<file path="config.mk">
export PLATFORM = sky130hd
export DESIGN_NAME = fpest_ctrl
export DESIGN_NICKNAME = d
export VERILOG_FILES = /design/src/fpest_pkg.sv /design/src/fpest_ctrl.sv
export SDC_FILE = /design/constraint.sdc
export NUM_CORES = 1
export LEC_CHECK = 0
export ABC_AREA = 1
export BUFFER_PORTS_ARGS = -buffer_cell sky130_fd_sc_hd__buf_4
export CAP_MARGIN = 20
export CORE_MARGIN = 10
export CORE_UTILIZATION = 50
export CTS_BUF_LIST = sky130_fd_sc_hd__clkbuf_16
export DETAILED_ROUTE_END_ITERATION = 12
export PLACE_DENSITY = 0.74
export SLEW_MARGIN = 20
export SYNTH_ARGS = -nofsm -noshare
export SYNTH_HDL_FRONTEND = slang
export SYNTH_SLANG_ARGS = --single-unit
</file>
<file path="constraint.sdc">
create_clock -name clk -period 1.9 [get_ports clk]
set_input_delay 0 -clock clk [delete_from_list [all_inputs] [get_ports clk]]
set_output_delay 0 -clock clk [all_outputs]
set_load 0.01 [all_outputs]
</file>
<file path="src/fpest_pkg.sv">
// Shared constants, codes and types of the fixed-point exp/sigmoid/tanh evaluator.
package fpest_pkg;

	// Taylor term limit and the widths that follow from it
	localparam int MAX_TERMS = 31;
	localparam int TERM_W    = $clog2(MAX_TERMS + 1);

	// Field and register widths
	localparam int CFG_W     = 31;
	localparam int CFG_IDX_W = 3;
	localparam int DIV_W     = 64;
	localparam int DIV_CNT_W = $clog2(DIV_W);

	// Register indexes
	localparam logic [CFG_IDX_W-1:0] REG_INPUT_SCALE  = 3'd0;
	localparam logic [CFG_IDX_W-1:0] REG_OUTPUT_SCALE = 3'd1;
	localparam logic [CFG_IDX_W-1:0] REG_TERM_COUNT   = 3'd2;
	localparam logic [CFG_IDX_W-1:0] REG_LOG2E        = 3'd3;
	localparam logic [CFG_IDX_W-1:0] REG_LN2          = 3'd4;

	// Register reset values
	localparam logic [CFG_W-1:0] RST_INPUT_SCALE  = 31'd1024;
	localparam logic [CFG_W-1:0] RST_OUTPUT_SCALE = 31'd1024;
	localparam logic [4:0]       RST_TERM_COUNT   = 5'd8;
	localparam logic [CFG_W-1:0] RST_LOG2E        = 31'd1477;
	localparam logic [CFG_W-1:0] RST_LN2          = 31'd710;

	// Function codes
	localparam logic [1:0] CMD_EXP     = 2'd0;
	localparam logic [1:0] CMD_SIGMOID = 2'd1;
	localparam logic [1:0] CMD_TANH    = 2'd2;
	localparam logic [1:0] CMD_NONE    = 2'd3;

	typedef enum logic [4:0] {
		S_IDLE,
		S_PREP,
		S_NMUL,
		S_NDIV1,
		S_NW1,
		S_NDIV2,
		S_NW2,
		S_SNMUL,
		S_T2MUL,
		S_DDIV,
		S_DW,
		S_TCHK,
		S_YDIV1,
		S_YW1,
		S_YDIV2,
		S_YW2,
		S_SDDIV,
		S_SDW,
		S_ASMUL,
		S_ESET,
		S_POST,
		S_PDIV,
		S_PW,
		S_OUT
	} state_t;

	typedef enum logic [4:0] {
		OP_NONE,
		OP_LOAD,
		OP_MUL_XL,
		OP_Q32,
		OP_SETN,
		OP_MUL_SN,
		OP_MUL_T2,
		OP_SETD,
		OP_MUL_YD,
		OP_Y1,
		OP_Y2,
		OP_SHIFT,
		OP_SDIFF,
		OP_MUL_AS,
		OP_SETE,
		OP_EZERO,
		OP_MUL_P,
		OP_RESZ,
		OP_RESE,
		OP_RESQ,
		OP_OUT
	} op_t;

	typedef enum logic [2:0] {
		DIV_P_SI,
		DIV_T_SI,
		DIV_Y_K,
		DIV_OS_SI,
		DIV_P_DEN
	} div_sel_t;

	typedef struct packed {
		op_t      op;
		logic     div_start;
		div_sel_t div_sel;
	} dp_cmd_t;

	typedef struct packed {
		logic [1:0] cmd;
		logic       exp_skip;
		logic       terms_done;
		logic       den_zero;
		logic       div_done;
	} dp_status_t;

endpackage

</file>
<file path="src/fpest_ctrl.sv">
// Controller: sequences range reduction, series terms and final divide; owns handshakes.
module fpest_ctrl (
	input  logic                  clk,
	input  logic                  arst_n,
	input  logic                  in_valid,
	output logic                  in_stall,
	output logic                  out_valid,
	input  logic                  out_stall,
	output fpest_pkg::dp_cmd_t    cmd,
	input  fpest_pkg::dp_status_t status
);
	import fpest_pkg::*;

	state_t state_q;
	state_t state_d;
	logic   out_valid_q;
	logic   out_load;

	// State register and output valid
	always_ff @(posedge clk or negedge arst_n) begin
		if (!arst_n) begin
			state_q     <= S_IDLE;
			out_valid_q <= 1'b0;
		end else begin
			state_q <= state_d;
			if (out_load)
				out_valid_q <= 1'b1;
			else if (out_valid_q && !out_stall)
				out_valid_q <= 1'b0;
		end
	end

	// Next state and datapath commands
	always_comb begin
		state_d       = state_q;
		cmd.op        = OP_NONE;
		cmd.div_start = 1'b0;
		cmd.div_sel   = DIV_P_SI;
		out_load      = 1'b0;
		unique case (state_q)
			S_IDLE: if (in_valid) begin
				cmd.op  = OP_LOAD;
				state_d = S_PREP;
			end
			S_PREP: begin
				if (status.cmd == CMD_NONE) begin
					cmd.op  = OP_RESZ;
					state_d = S_OUT;
				end else if (status.exp_skip) begin
					cmd.op  = OP_EZERO;
					state_d = S_POST;
				end else begin
					state_d = S_NMUL;
				end
			end
			S_NMUL: begin
				cmd.op  = OP_MUL_XL;
				state_d = S_NDIV1;
			end
			S_NDIV1: begin
				cmd.div_start = 1'b1;
				cmd.div_sel   = DIV_P_SI;
				state_d       = S_NW1;
			end
			S_NW1: begin
				cmd.div_sel = DIV_P_SI;
				if (status.div_done) begin
					cmd.op  = OP_Q32;
					state_d = S_NDIV2;
				end
			end
			S_NDIV2: begin
				cmd.div_start = 1'b1;
				cmd.div_sel   = DIV_T_SI;
				state_d       = S_NW2;
			end
			S_NW2: begin
				cmd.div_sel = DIV_T_SI;
				if (status.div_done) begin
					cmd.op  = OP_SETN;
					state_d = S_SNMUL;
				end
			end
			S_SNMUL: begin
				cmd.op  = OP_MUL_SN;
				state_d = S_T2MUL;
			end
			S_T2MUL: begin
				cmd.op  = OP_MUL_T2;
				state_d = S_DDIV;
			end
			S_DDIV: begin
				cmd.div_start = 1'b1;
				cmd.div_sel   = DIV_P_SI;
				state_d       = S_DW;
			end
			S_DW: begin
				cmd.div_sel = DIV_P_SI;
				if (status.div_done) begin
					cmd.op  = OP_SETD;
					state_d = S_TCHK;
				end
			end
			S_TCHK: begin
				if (status.terms_done) begin
					cmd.op  = OP_SHIFT;
					state_d = S_SDDIV;
				end else begin
					cmd.op  = OP_MUL_YD;
					state_d = S_YDIV1;
				end
			end
			S_YDIV1: begin
				cmd.div_start = 1'b1;
				cmd.div_sel   = DIV_P_SI;
				state_d       = S_YW1;
			end
			S_YW1: begin
				cmd.div_sel = DIV_P_SI;
				if (status.div_done) begin
					cmd.op  = OP_Y1;
					state_d = S_YDIV2;
				end
			end
			S_YDIV2: begin
				cmd.div_start = 1'b1;
				cmd.div_sel   = DIV_Y_K;
				state_d       = S_YW2;
			end
			S_YW2: begin
				cmd.div_sel = DIV_Y_K;
				if (status.div_done) begin
					cmd.op  = OP_Y2;
					state_d = S_TCHK;
				end
			end
			S_SDDIV: begin
				cmd.div_start = 1'b1;
				cmd.div_sel   = DIV_OS_SI;
				state_d       = S_SDW;
			end
			S_SDW: begin
				cmd.div_sel = DIV_OS_SI;
				if (status.div_done) begin
					cmd.op  = OP_SDIFF;
					state_d = S_ASMUL;
				end
			end
			S_ASMUL: begin
				cmd.op  = OP_MUL_AS;
				state_d = S_ESET;
			end
			S_ESET: begin
				cmd.op  = OP_SETE;
				state_d = S_POST;
			end
			S_POST: begin
				if (status.cmd == CMD_EXP) begin
					cmd.op  = OP_RESE;
					state_d = S_OUT;
				end else if (status.den_zero) begin
					cmd.op  = OP_RESZ;
					state_d = S_OUT;
				end else begin
					cmd.op  = OP_MUL_P;
					state_d = S_PDIV;
				end
			end
			S_PDIV: begin
				cmd.div_start = 1'b1;
				cmd.div_sel   = DIV_P_DEN;
				state_d       = S_PW;
			end
			S_PW: begin
				cmd.div_sel = DIV_P_DEN;
				if (status.div_done) begin
					cmd.op  = OP_RESQ;
					state_d = S_OUT;
				end
			end
			S_OUT: if (!out_valid_q || !out_stall) begin
				cmd.op   = OP_OUT;
				out_load = 1'b1;
				state_d  = S_IDLE;
			end
			default: state_d = S_IDLE;
		endcase
	end

	assign in_stall  = (state_q != S_IDLE);
	assign out_valid = out_valid_q;

	// A new result appears only from the output state
	a_out_from_out: assert property (@(posedge clk) disable iff (!arst_n)
		$rose(out_valid) |-> $past(state_q == S_OUT))
		else $error("result raised outside output state");

	// An accepted transaction always starts preparation
	a_accept_prep: assert property (@(posedge clk) disable iff (!arst_n)
		(in_valid && !in_stall) |=> (state_q == S_PREP))
		else $error("accepted transaction not prepared");

	// A stalled result is held
	a_out_hold: assert property (@(posedge clk) disable iff (!arst_n)
		(out_valid && out_stall) |=> out_valid)
		else $error("stalled result dropped");

	// Divider is started only from a launch state
	a_div_start: assert property (@(posedge clk) disable iff (!arst_n)
		cmd.div_start |-> (state_q == S_NDIV1 || state_q == S_NDIV2 ||
			state_q == S_DDIV || state_q == S_YDIV1 || state_q == S_YDIV2 ||
			state_q == S_SDDIV || state_q == S_PDIV))
		else $error("divider started outside launch state");

endmodule

</file>
Word level (Yosys, flattened, before mapping). Cells that the tools add are included.

Output and inout bits: 11. Flip-flop bits (word level): 6. Input bits: 10. Word-level logic and storage cells: 84.

Reductions and logical operators: 15. Multiplexer cells: 35. Equal/unequal tests: 32.

Operators by type and width (number): one-hot mux 5 bit (23 select lines) (1); one-hot mux 5 bit (17 select lines) (1); 2-to-1 mux 5 bit (15); equality test 5 x 4 -> 1 bit, second input constant (8); equality test 5 bit, second input constant (8); equality test 5 x 3 -> 1 bit, second input constant (4); 2-to-1 mux 4 bit (4); != test 2 bit, second input constant (7); one-hot mux 3 bit (4 select lines) (1); equality test 5 x 2 -> 1 bit, second input constant (2); OR reduction 2 bit (5); 2-to-1 mux 2 bit (4); AND reduction 8 bit (1); 2-to-1 mux 1 bit (7); OR reduction 7 bit (1); 2-to-1 mux 3 bit (2); equality test 5 x 1 -> 1 bit, second input constant (1); logical NOT 5 bit (1); nonzero test 5 bit (1); equality test 2 bit, second input constant (1); logical NOT 1 bit (2); logical NOT 2 bit (1); != test 2 x 1 -> 1 bit, second input constant (1); nonzero test 2 bit (1); 2 further kinds (2).

Depth between registers and ports, before layout.
Depth in word-level cells: 5. Gate-level depth with buffers: 11. Depth with buffers taken out: 10.

Worst setup path before layout. No wires, ideal clock.

Kind: reg2reg. Start: register state_q[1]. End: register state_q[4]. Arrival: 1.308 ns. Path buffers: 1. Period minus slack after synthesis: 1.424 ns. Cell stages (with the launch flop): 10. Required time: 1.784 ns. Setup time: 0.116 ns. Path slack: 0.476 ns. Path through: dfrtp_1 buf_6 nor2_2 nand3_2 nor2_1 inv_1 nand3_1 nor2_2 nand2_1 nand2_1.

Word-level cells in the longest chain between the ends: 4. Elaborated cells between the ends (all ways): 35. Classes of those cells: 31 x eq/ne; 1 x mux; 3 x reduce/logical.

Ends and longest elaborated chain: start: declaration (RTL line fpest_ctrl.sv:14) `state_t state_q;`; start signal: assignment (RTL line fpest_ctrl.sv:25) `state_q <= state_d;`; equality test 5 x 4 -> 1 bit (RTL line fpest_ctrl.sv:40) `unique case (state_q)`; OR reduction 2 bit (no source line); != test 2 x 1 -> 1 bit (no source line); AND reduction 8 bit (no source line).

Parallel ways exist; a longest one is shown, timed or not. A chain may end at the register's enable or synchronous reset.

==> flow_summary.yaml <==
setup_path:
  start_kind: "flip-flop"
  worst_ep_arrival_time_ns: 1.78
  crit_type: "flip-flop to primary output"
  cp-end-kind: "primary output"
  crit_required_ns: 1.90
  cp_max_fo: 6
cts:
  cts-root-buf: "clkbuf_16"
  clockBufferDepth: 2
  cts_num_sinks: 6
  postCtsSetupBuffers: 0
  cts_buffers: 3
  cts_tree: "done"
  clk_pin_slew_worst_paths_ns: 0.03
  clk_latency_ns: 0.23
  cts.htree.levels: 1
logic_synthesis:
  syn_area_sq_um: 957
  yosysMostFrequentCell: "nand2_1"
  synth_seq_cells: 6
  async_flop_share: 1.00
  synth_cells: 178
  synth_top_area_frac: 0.212
  syn_avg_cell_area_sq_um: 5.38
  yosys_warnings: 0
  synth_cell_types: 25
  synth_area_leaders: "nand2_1, dfrtp_1, nand3_1"
  synth_area_leader_cell: "nand2_1"
  synth_flop_cell: "dfrtp_1"
  synthTopCellsByCount: "nand2_1, nand3_1, nor2_1, inv_1, nand4_1"
  ys_seq_area_frac: 0.157
  synth_nets: 188
  synth-edff-count: 0
die:
  initial_core_util: 0.543
  ios: 21
  die_h_um: 63.8
  die_width_um: 63.8
  die_area_sq_um: 4060
  core_sq_um: 1760
  num_rows: 15
timing:
  relSlewSlack: 0.725
  period_needed_ns: 1.78
  fin_skew_ns: 0.000376
  worstMarginPinSlew_ns: 0.411
  drv_slew: 0
  setup_ws_ns: 0.115
  timing.final.crit_share: 0.939
  fmax_mhz: 560
  finalHoldViolCount: 0
  setup_violations: 0
route:
  drt-total-wl_um: 3500
  vias: 1383
  wl_per_cell_um: 15.6
  ant_nets: 0
  drt_first_pass_iters: 5
  routed_via_density: 6.17
  first_iter_violations: 90
  drc: 0
outcome:
  status: "completed"
placed_design:
  port_buffers: 20
  hpwl_um: 2590
  placed_cells: 220
  dp_slack_ns: 0.242
  finalWeightedCongestion: 1.06
final_layout:
  n_antenna_cell: 0
  area_growth_pct: 26.9
  instances_no_fill: 224
  nets: 211
  multiInputGateArea_sq_um: 703
  fillers: 158
  drive_above_1_share: 0.201
  fin_util: 0.689
  ff_latch_area_sq_um: 151
power_and_ir_drop:
  irDropWorstVdd_uv: 990
  p_per_area_nw_per_um2: 1700
  p_leak_uw: 0.000701
global_routing:
  antenna_found_initial: 0
  grt_pass1_wl_um: 5690
  grt_overflow: 0
  grt_max_degree: 16
  grt_pass1_vias: 1263
  grtUsageTotal: 0.168
job:
  max_cap_violations: 0
worst_hold_path:
  hp-class: "primary input to flip-flop"
[metrics by stage]
step / area, sq um / hold WS, ns / power [uW] / setup TNS, ns
floorplan: 957 / -0.296 / 1200 / 0
global placement: 1120 / -0.191 / 1640 / 0
detailed placement: 1120 / -0.188 / 1650 / 0
CTS: 1210 / 0.00638 / 2010 / 0
global route: 1210 / 0.0189 / 2210 / -0.0609
finish: 1210 / 0.00423 / 2060 / 0
[layout make-up]
type / instances / area share
clock buffer: 3 / 0.0618
inverter: 19 / 0.0587
multi-input combinational: 147 / 0.579
sequential: 6 / 0.125
tap: 25 / 0.0257
timing repair buffer: 24 / 0.150
[repair_timing]
item                                    4_1_cts  5_1_grt
hold endpoints to repair                      6        0
gates resized for setup                       0        4
endpoints found under the setup margin        0        4
hold buffers                                  1        0
[placed cells by master, fill, tap and decap left out]
cell / netlist / routed
nand4_1: 11 / 11
and3_1: 1 / 1
nor2_1: 25 / 22
clkinv_1: 1 / 1
dlygate4sd3_1: 0 / 1
nor2_2: 4 / 7
nand3_2: 2 / 2
nand3b_1: 4 / 4
a211oi_1: 1 / 1
o22ai_1: 1 / 1
nand3_1: 28 / 28
inv_1: 15 / 15
a21oi_1: 3 / 3
nor2_4: 1 / 1
nand2_1: 54 / 54
dfrtp_1: 6 / 5
dfrtp_2: 0 / 1
nor3_1: 6 / 6
inv_2: 3 / 3
clkbuf_16: 0 / 3
buf_4: 2 / 23
o21ai_0: 3 / 3
o31ai_1: 1 / 1
nor3b_1: 1 / 1
a32oi_1: 1 / 1
[logic make-up (layout without fill, tap and decap cells)]
family                 Yosys count  in the layout  synth area share
AO/OA/AOI/OAI                   10             10            0.0627
buffers and inverters           25             46             0.116
flip-flops                       6              6             0.157
AND/OR/NAND/NOR                137            137             0.664
[routing by layer]
metal  GRT usage  vias up  share of wire
li1            -      638              -
met1       0.199      601           0.38
met2       0.269      117           0.46
met3      0.0436       27           0.11
met4      0.0929        0          0.052
met5           0        -              0
[critical path: stages, from the launching register on]
cell	delay, ns
dfrtp_1	0.41
inv_2	0.13
nand2_1	0.10
nor2_1	0.28
nand2_1	0.13
nor2_1	0.20
nor3_1	0.08
nand3b_1	0.10
buf_4	0.13
[path summary, 6_finish.rpt]
kind                       startpoint          to  slack [ns]  cells after the start
max reg2reg                state_q[1]  state_q[2]        0.25                     10
min reg2reg                state_q[4]  state_q[4]        0.52                      2
max in group asynchronous      arst_n  state_q[1]        1.65                      2
min                         out_stall   out_valid       0.004                      3
min in group asynchronous      arst_n  state_q[0]        0.12                      2
max                        state_q[3]      cmd[6]        0.12                      8
[state kept, by name (all words and copies together), names as in the netlist]
signal     cells
out_valid      1
state_q        5
[report_power, final]
group	switching [uW]	leakage (uW)	internal, uW	total, uW
Combinational	932	0.000588	513	1450
Sequential	90.0	0.0000758	186	276
Clock	73.1	0.0000370	270	343
Power figures use the tool's default switching activity.
